--- config.mk ---
export PLATFORM = sky130hd
export DESIGN_NAME = aarm_cordic_cell
export DESIGN_NICKNAME = d
export VERILOG_FILES = /design/src/rtl/core/aarm_pkg.sv /design/src/rtl/core/aarm_cordic_cell.sv
export SDC_FILE = /design/constraint.sdc
export NUM_CORES = 1
export LEC_CHECK = 0
export BUFFER_PORTS_ARGS = -buffer_cell sky130_fd_sc_hd__buf_2
export CAP_MARGIN = 10
export CORE_MARGIN = 2
export CORE_UTILIZATION = 53
export DETAILED_ROUTE_END_ITERATION = 12
export PLACE_DENSITY = 0.86
export SYNTH_ARGS = -nofsm -noshare
export SYNTH_HDL_FRONTEND = slang
export SYNTH_SLANG_ARGS = --single-unit
--- constraint.sdc ---
create_clock -name clock -period 4 [get_ports clock]
set_input_delay 0.8 -clock clock [delete_from_list [all_inputs] [get_ports clock]]
set_output_delay 0.8 -clock clock [all_outputs]
set_load 0.005 [all_outputs]
--- src/rtl/core/aarm_pkg.sv ---
// ----------------------------------------------------------------------------
// aarm_pkg
// shared types, constants and the cordic arctangent table
// ----------------------------------------------------------------------------
package aarm_pkg;

   localparam int AtanTableLen = 24;
   localparam int FracBits     = 14;
   localparam logic signed [33:0] CordicGain = 34'sd652032874;

   typedef struct packed {
      logic signed [15:0] ax;
      logic signed [15:0] ay;
      logic signed [15:0] az;
   } axis_type;

   typedef struct packed {
      logic signed [33:0] x;
      logic signed [33:0] y;
      logic signed [33:0] z;
      logic               flip;
   } cordic_type;

   typedef struct packed {
      logic signed [15:0] r00;
      logic signed [15:0] r01;
      logic signed [15:0] r02;
      logic signed [15:0] r10;
      logic signed [15:0] r11;
      logic signed [15:0] r12;
      logic signed [15:0] r20;
      logic signed [15:0] r21;
      logic signed [15:0] r22;
   } matrix_type;

   function automatic logic signed [33:0] atan_entry(input int idx);
      logic signed [33:0] v;
      v = '0;
      unique case (idx)
         0:  v = 34'sd536870912;
         1:  v = 34'sd316933406;
         2:  v = 34'sd167458907;
         3:  v = 34'sd85004756;
         4:  v = 34'sd42667331;
         5:  v = 34'sd21354465;
         6:  v = 34'sd10679838;
         7:  v = 34'sd5340245;
         8:  v = 34'sd2670163;
         9:  v = 34'sd1335087;
         10: v = 34'sd667544;
         11: v = 34'sd333772;
         12: v = 34'sd166886;
         13: v = 34'sd83443;
         14: v = 34'sd41722;
         15: v = 34'sd20861;
         16: v = 34'sd10430;
         17: v = 34'sd5215;
         18: v = 34'sd2608;
         19: v = 34'sd1304;
         20: v = 34'sd652;
         21: v = 34'sd326;
         22: v = 34'sd163;
         23: v = 34'sd81;
         default: v = '0;
      endcase
      return v;
   endfunction

endpackage

--- src/rtl/core/aarm_cordic_cell.sv ---
// ----------------------------------------------------------------------------
// aarm_cordic_cell
// one registered cordic micro-rotation, carrying the axis alongside
// ----------------------------------------------------------------------------
module aarm_cordic_cell #(
   parameter int STEP = 0
) (
   input  logic                clock,
   input  logic                reset,
   input  logic                enable,
   input  logic                valid_in,
   input  aarm_pkg::cordic_type cor_in,
   input  aarm_pkg::axis_type  axis_in,
   output logic                valid_out,
   output aarm_pkg::cordic_type cor_out,
   output aarm_pkg::axis_type  axis_out
);
   import aarm_pkg::*;

   localparam logic signed [33:0] Atan = atan_entry(STEP);

   logic                valid_ff;
   cordic_type          cor_ff, cor_in_nxt;
   axis_type            axis_ff;
   logic signed [33:0]  xs, ys;

   always_comb begin
      xs = cor_in.x >>> STEP;
      ys = cor_in.y >>> STEP;
      cor_in_nxt.flip = cor_in.flip;
      if (!cor_in.z[33]) begin
         cor_in_nxt.x = cor_in.x - ys;
         cor_in_nxt.y = cor_in.y + xs;
         cor_in_nxt.z = cor_in.z - Atan;
      end else begin
         cor_in_nxt.x = cor_in.x + ys;
         cor_in_nxt.y = cor_in.y - xs;
         cor_in_nxt.z = cor_in.z + Atan;
      end
   end

   always_ff @(posedge clock) begin
      if (reset) begin
         valid_ff <= 1'b0;
      end else if (enable) begin
         valid_ff <= valid_in;
      end
      if (enable) begin
         cor_ff  <= cor_in_nxt;
         axis_ff <= axis_in;
      end
   end

   assign valid_out = valid_ff;
   assign cor_out   = cor_ff;
   assign axis_out  = axis_ff;
endmodule

==> impl_metrics.csv, run 1 <==
group,metric,value,unit
status,status,"finished clean",
setup_path,critical_path_class,"in -> reg",
detailed_routing,ant_nets,0,
global_route,met3_usage,0.0626,
yosys,yosysTopAreaCellShare,0.428,
cts,cts_tree,"yes",
power_and_ir_drop,power.density,393,nW/µm²
die,core,19500,µm²
hold_path,min_from,"reset",
global_route,grt_use_total,0.329,
cts,clock_sinks,151,
yosys,synth_edf_count,150,
setup_path,crit_arrival,3.80,ns
yosys,yosysTopAreaCell,"edfxtp_1",
cts,cts_setup_buffers,0,
cts,h-tree-depth,4,
setup_path,reg2reg_slack,3.35,ns
placement,dp_hpwl,28100,µm
detailed_routing,vias_per_cell,5.93,
yosys,synth.distinct_cells,81,
timing,fin_crit_sh,0.911,
timing,tightest_slew,1.01,ns
setup_path,cp_max_fo,11,
yosys,netlist_area,10500,µm²
global_route,antenna_found_initial,1,
hold_path,hold_path.class,"in -> reg",
placement,placed_area,12500,µm²
yosys,synth.most_common_cell,"edfxtp_1",
timing,finalMaxSlewViolations,0,
yosys,synth_fa_ha_area_frac,0.129,
die,start_util,0.541,
timing,hold_viol_final,0,
yosys,synth_top_family_by_area,"compound AO/OA/AOI/OAI gates",
setup_path,cp-start-kind,"input port",
global_route,grt_pass1_vias,9434,
yosys,synth-main-ff-cell,"edfxtp_1",
yosys,syn_area_per_cell,9.92,µm²
die,die_h,145,µm
die,die_w,145,µm
global_route,grt_pass1_wl,53700,µm
final_layout,layout-drive-gt1-share,0.291,
timing,skew,0,ns
detailed_routing,drc,0,
yosys,synth_compound_area_frac,0.204,
final_layout,area_growth,24.8,%
cts,cts_buffer_depth,2,
power_and_ir_drop,total_leakage_power,5.88,nW
hold_path,min_to,"valid_out$_SDFFE_PP0P_",
cts,cts_buffers,17,
global_route,grt_use_met1,0.419,
setup_path,critPathCaptureType,"flop",
yosys,yosys.area_share.simple,0.107,
yosys,seq_area_frac_synth,0.430,
final_layout,multiInputGateArea,5400,µm²
yosys,ys_top_cells_by_count,"150 x edfxtp_1, 113 x a21oi_1, 102 x ha_1",
cts,clk_pin_slew,0.07,ns
global_route,grt.busiest_layer,"met2",
die,dieArea,21000,µm²
yosys,syn-num-nets,1322,
timing,period_needed,3.65,ns
cts,root_buffer,"clkbuf_16",
final_layout,fillers,1547,
placement,dp_slack,0.106,ns
setup_path,r2r_cells,2,
detailed_routing,drt_iter0_drc,886,
yosys,yosys_warnings,0,
timing,relSlewSlack,0.326,
die,ioPinCount,307,
timing,timing.hold.ws,0.522,ns
cts,cts_resized,0,
run,drv_cap,0,
setup_path,r2r_start,"valid_out$_SDFFE_PP0P_",
timing,layout_setup_ws,0.354,ns
final_layout,finalInstanceArea,13100,µm²
yosys,ys_ff_latch,151,
setup_path,worstReg2RegEnd,"valid_out$_SDFFE_PP0P_",
global_route,grt_overflow,0,
final_layout,fin_cells,1665,
timing,tns,0,ns
detailed_routing,wl_per_cell,21.4,µm
hold_path,hold_depth,2,
final_layout,nNetsFinal,1647,
detailed_routing,wl,35600,µm
cts,cts_hold_buf,0,
final_layout,final_util,0.675,
setup_path,cp.required,4.16,ns
die,rows,51,
timing,max_freq,0.274,GHz
power_and_ir_drop,peakVddDrop,0.320,mV
timing,setup_viol,0,
final_layout,seq_area,4520,µm²
yosys,synth_xor_area_frac,0.0558,
cts,insertion_delay,0.42,ns
detailed_routing,drt-pass1-iter-count,7,
yosys,synth_cells,1061,
detailed_routing,vias,9880,
placement,finalWeightedCongestion,0.998,
global_route,grt_max_degree,93,
power_and_ir_drop,total_power,5.16,mW
global_route,grt_use_met2,0.535,
yosys,ys_top_cells_by_area,"edfxtp_1 43%, ha_1 12%, a21oi_1 5.4%",
placement,dp_cells,1632,
timing,rsz0062_at_grt,"false",
placement,port_buffers,306,
yosys,ys_async_sr_fraction,0,
yosys,synthMuxAreaShare,0.0181,
## layout by cell type, fill, tap and decap left out, types with 18 or more instances in the layout
master | netlist | routed
o21bai_1 | 22 | 22
buf_2 | 16 | 305
o21ai_0 | 60 | 60
nand2_1 | 53 | 53
edfxtp_1 | 150 | 150
inv_1 | 93 | 93
buf_4 | 4 | 46
o21ai_1 | 18 | 18
mux2i_1 | 19 | 19
nor3_1 | 22 | 22
nor2_1 | 71 | 71
xnor2_1 | 59 | 59
ha_1 | 102 | 102
a21oi_1 | 113 | 113
## how the worst max path moves through the flow
stage               start                     end  slack (ns)
6_report       cor_in[47]   cor_out[68]$_DFFE_PP_        0.35
5_1_grt        cor_in[47]  cor_out[100]$_DFFE_PP_        0.17
4_1_cts        cor_in[43]   cor_out[67]$_DFFE_PP_        0.52
3_5_place_dp   cor_in[43]   cor_out[67]$_DFFE_PP_        0.11
3_3_place_gp   cor_in[47]   cor_out[68]$_DFFE_PP_         0.1
2_1_floorplan  cor_in[35]  cor_out[101]$_DFFE_PP_        0.75
## flip-flops by register name, indices dropped and copies added (netlist names)
signal	cells
axis_out	48
cor_out	102
valid_out	1
## critical path, stage by stage
cell and delay (ns):
buf_2 0.10, inv_1 0.04, ha_1 0.50, nor2b_1 0.13, a2111oi_0 0.56, buf_4 0.22
nand3_1 0.07, o21ai_1 0.27, a21oi_2 0.17, a2111oi_2 0.40, o31ai_1 0.16, a221oi_2 0.26
xor2_1 0.11
## power breakdown
group          switching, mW  internal, mW  leakage, nW  total (mW)
Sequential            0.0630          1.99         1.48        2.05
Combinational          0.890         0.585         4.12        1.48
Clock                  0.740         0.895        0.288        1.64
## kinds of logic (layout without fill, tap and decap cells)
family,Yosys count,after routing
xor+xnor,67,67
fa+ha+maj,106,106
compound gates,336,336
flops,151,151
simple gates,231,231
buf+inv,151,489
mux,19,19
other cells,0,1
## cell type report
| class | count | share of cell area |
|---|---|---|
| flip-flops and latches | 151 | 0.345 |
| repair buffers | 352 | 0.143 |
| multi-input cells | 759 | 0.411 |
| inverters | 105 | 0.0300 |
| diodes | 1 | 0.000191 |
| clock inverters | 15 | 0.0130 |
| clock buffers | 17 | 0.0324 |
| well taps | 265 | 0.0253 |
## routing by layer
| metal | wire, µm | vias up |
|---|---|---|
| met5 | 0 | - |
| met4 | 1930 | 0 |
| met3 | 3170 | 114 |
| met2 | 16500 | 632 |
| met1 | 14000 | 4639 |
| li1 | - | 4495 |
Note: power is estimated with default switching activity, not from simulation.
==> run 2: changes to the inputs <==
Settings changed: ABC_AREA from default to 1, CORE_UTILIZATION 53 to 55, PLACE_DENSITY 0.86 to 0.88.
==> run 2 against run 1 <==
Against the previous run: combinational power up 3%; synthesized area rose by 12%; critical endpoint is now cor_out[102]$_DFFE_PP_; design area is 7.1% higher; register-to-register slack better by 0.05 ns; clock skew unchanged.
==> impl_metrics.csv, run 2 <==
group,metric,value,unit
yosys,ys_top_cells_by_count,"412 x nand2_1, 206 x inv_1, 150 x edfxtp_1",
power_and_ir_drop,pwr-share-seq,0.387,
yosys,yosysTopAreaCell,"edfxtp_1",
timing,tightest_slew,0.758,ns
placement,dp_hpwl,32700,µm
yosys,synth-main-ff-cell,"edfxtp_1",
cts,insertion_delay,0.43,ns
die,die_w,150,µm
global_route,grt_max_degree,65,
setup_path,critical_path_class,"in -> reg",
die,dieArea,22600,µm²
final_layout,layout_commonest_cell,"nand2_1",
yosys,synthMuxAreaShare,0.00170,
setup_path,cpPeakStageDelay,0.53,ns
timing,tns,0,ns
cts,cts_buffer_depth,2,
cts,clk_pin_slew,0.06,ns
yosys,yosys.area_share.simple,0.266,
final_layout,nNetsFinal,2107,
die,core,21000,µm²
setup_path,crit_arrival,3.02,ns
yosys,synth_fa_ha_area_frac,0.115,
power_and_ir_drop,power.density,368,nW/µm²
cts,cts_buffers,17,
final_layout,fillers,1790,
global_route,grt_overflow,0,
yosys,synth.distinct_cells,44,
power_and_ir_drop,total_leakage_power,7.01,nW
timing,max_freq,0.352,GHz
detailed_routing,ant_nets,0,
global_route,grt_pass1_vias,11300,
global_route,grt_use_total,0.353,
yosys,seq_area_frac_synth,0.384,
hold_path,hold_path.class,"in -> reg",
detailed_routing,vias,12200,
placement,finalWeightedCongestion,1.02,
timing,skew,0,ns
setup_path,critPathCaptureType,"flop",
cts,cts_tree,"yes",
final_layout,finalInstanceArea,14100,µm²
yosys,netlist_area,11800,µm²
setup_path,crit_top_cell,"nand2_1",
die,ioPinCount,307,
placement,dp_cells,2102,
setup_path,cp_slowest_cell,"ha_1",
setup_path,cp_max_fo,10,
timing,setup_viol,0,
setup_path,cp.required,4.18,ns
power_and_ir_drop,netSwitchingPower,1.82,mW
power_and_ir_drop,p_comb_frac,0.294,
final_layout,fin_cells,2135,
detailed_routing,wl,40800,µm
yosys,yosysTopAreaCellShare,0.382,
die,start_util,0.561,
global_route,antenna_found_initial,0,
placement,port_buffers,306,
status,status,"finished clean",
hold_path,min_from,"reset",
yosys,ys_ff_latch,151,
detailed_routing,drt_iter0_drc,1436,
cts,root_buffer,"clkbuf_16",
yosys,synth_edf_count,150,
yosys,synth.most_common_cell,"nand2_1",
setup_path,cp-start-kind,"input port",
yosys,syn_area_per_cell,7.56,µm²
timing,hold_viol_final,0,
power_and_ir_drop,switching_share,0.352,
detailed_routing,vias_per_cell,5.72,
detailed_routing,wl_per_cell,19.1,µm
setup_path,startpoint,"cor_in[59]",
cts,clock_sinks,151,
timing,rsz0062_at_grt,"false",
yosys,ys_top_cells_by_area,"edfxtp_1 38%, nand2_1 13%, ha_1 11%",
placement,dp_slack,0.830,ns
final_layout,final_util,0.669,
cts,cts_hold_buf,0,
detailed_routing,drc,0,
timing,finalMaxSlewViolations,0,
yosys,yosys_warnings,0,
setup_path,worstPathCellList,"buf_2, inv_1, ha_1, inv_1, a21oi_1, a21boi_0, nand2_1, a21oi_1, nand2_1, nand2_1, nand2_1, nand2_1, nand2_1",
yosys,ys_async_sr_fraction,0,
cts,cts_setup_buffers,0,
final_layout,largest_reg_flops,102,
timing,timing.hold.ws,0.530,ns
detailed_routing,drt-pass1-iter-count,7,
die,rows,53,
cts,cts_resized,0,
yosys,synth_xor_area_frac,0.0216,
placement,placed_area,13500,µm²
yosys,synth_compound_area_frac,0.122,
final_layout,area_growth,19.3,%
yosys,syn-num-nets,1819,
final_layout,mostFrequentLayoutCells,"412 x nand2_1, 305 x buf_2, 206 x inv_1",
power_and_ir_drop,clkPwrFrac,0.319,
run,drv_cap,0,
timing,fin_crit_sh,0.710,
cts,h-tree-depth,4,
global_route,grt_pass1_wl,60100,µm
power_and_ir_drop,intPower,3.35,mW
timing,layout_setup_ws,1.16,ns
timing,relSlewSlack,0.494,
final_layout,layout-drive-gt1-share,0.196,
power_and_ir_drop,total_power,5.17,mW
timing,period_needed,2.84,ns
yosys,synth_cells,1558,
die,die_h,150,µm
yosys,synth_top_family_by_area,"simple AND/OR/NAND/NOR gates",
power_and_ir_drop,peakVddDrop,0.246,mV
setup_path,r2r_start,"valid_out$_SDFFE_PP0P_",
## run 2: power groups by stage
stage	combinational (mW)	sequential (mW)	clock [mW]
2_1_floorplan	0.838	2.06	0
3_3_place_gp	1.44	2.02	0
3_5_place_dp	1.47	2.03	0
4_1_cts	1.48	2.00	1.66
5_1_grt	1.66	2.02	1.72
6_report	1.52	2.00	1.65
## run 2: critical path: cells and delay by family
kind	cells	cell delay, ns
compound gates	3	0.82
fa+ha+maj	1	0.53
buf+inv	3	0.38
simple gates	6	0.48
## run 2: final timing paths
check	end	slack, ns	depth (start not counted)
worst min register to register	valid_out$_SDFFE_PP0P_	0.53	2
worst max register to register	valid_out$_SDFFE_PP0P_	3.40	2
worst max-delay path	cor_out[102]$_DFFE_PP_	1.16	13
worst min-delay path	valid_out$_SDFFE_PP0P_	0.53	2
## run 2: cell type report
cell class                 count  area [µm²]  area share
antenna                        1        2.50    0.000178
clock buffer                  17         425      0.0303
clock inverter                15         163      0.0116
inverter                     210         790      0.0562
multi-input combinational   1154        6210       0.442
sequential                   151        4520       0.322
tap                          275         344      0.0245
timing repair buffer         312        1600       0.113
## run 2: routing by layer
metal	part of all wire	track usage
met5	0	0
met4	0.049	0.176
met3	0.11	0.0658
met2	0.46	0.577
met1	0.38	0.449
## run 2: logic make-up after synthesis
family                     Yosys count
AOI/OAI and AO/OA                  267
xor gates and xnor gates            29
adders and majority gates          106
buffers and inverters              253
DFF                                151
muxes                                2
and+or+nand+nor                    750
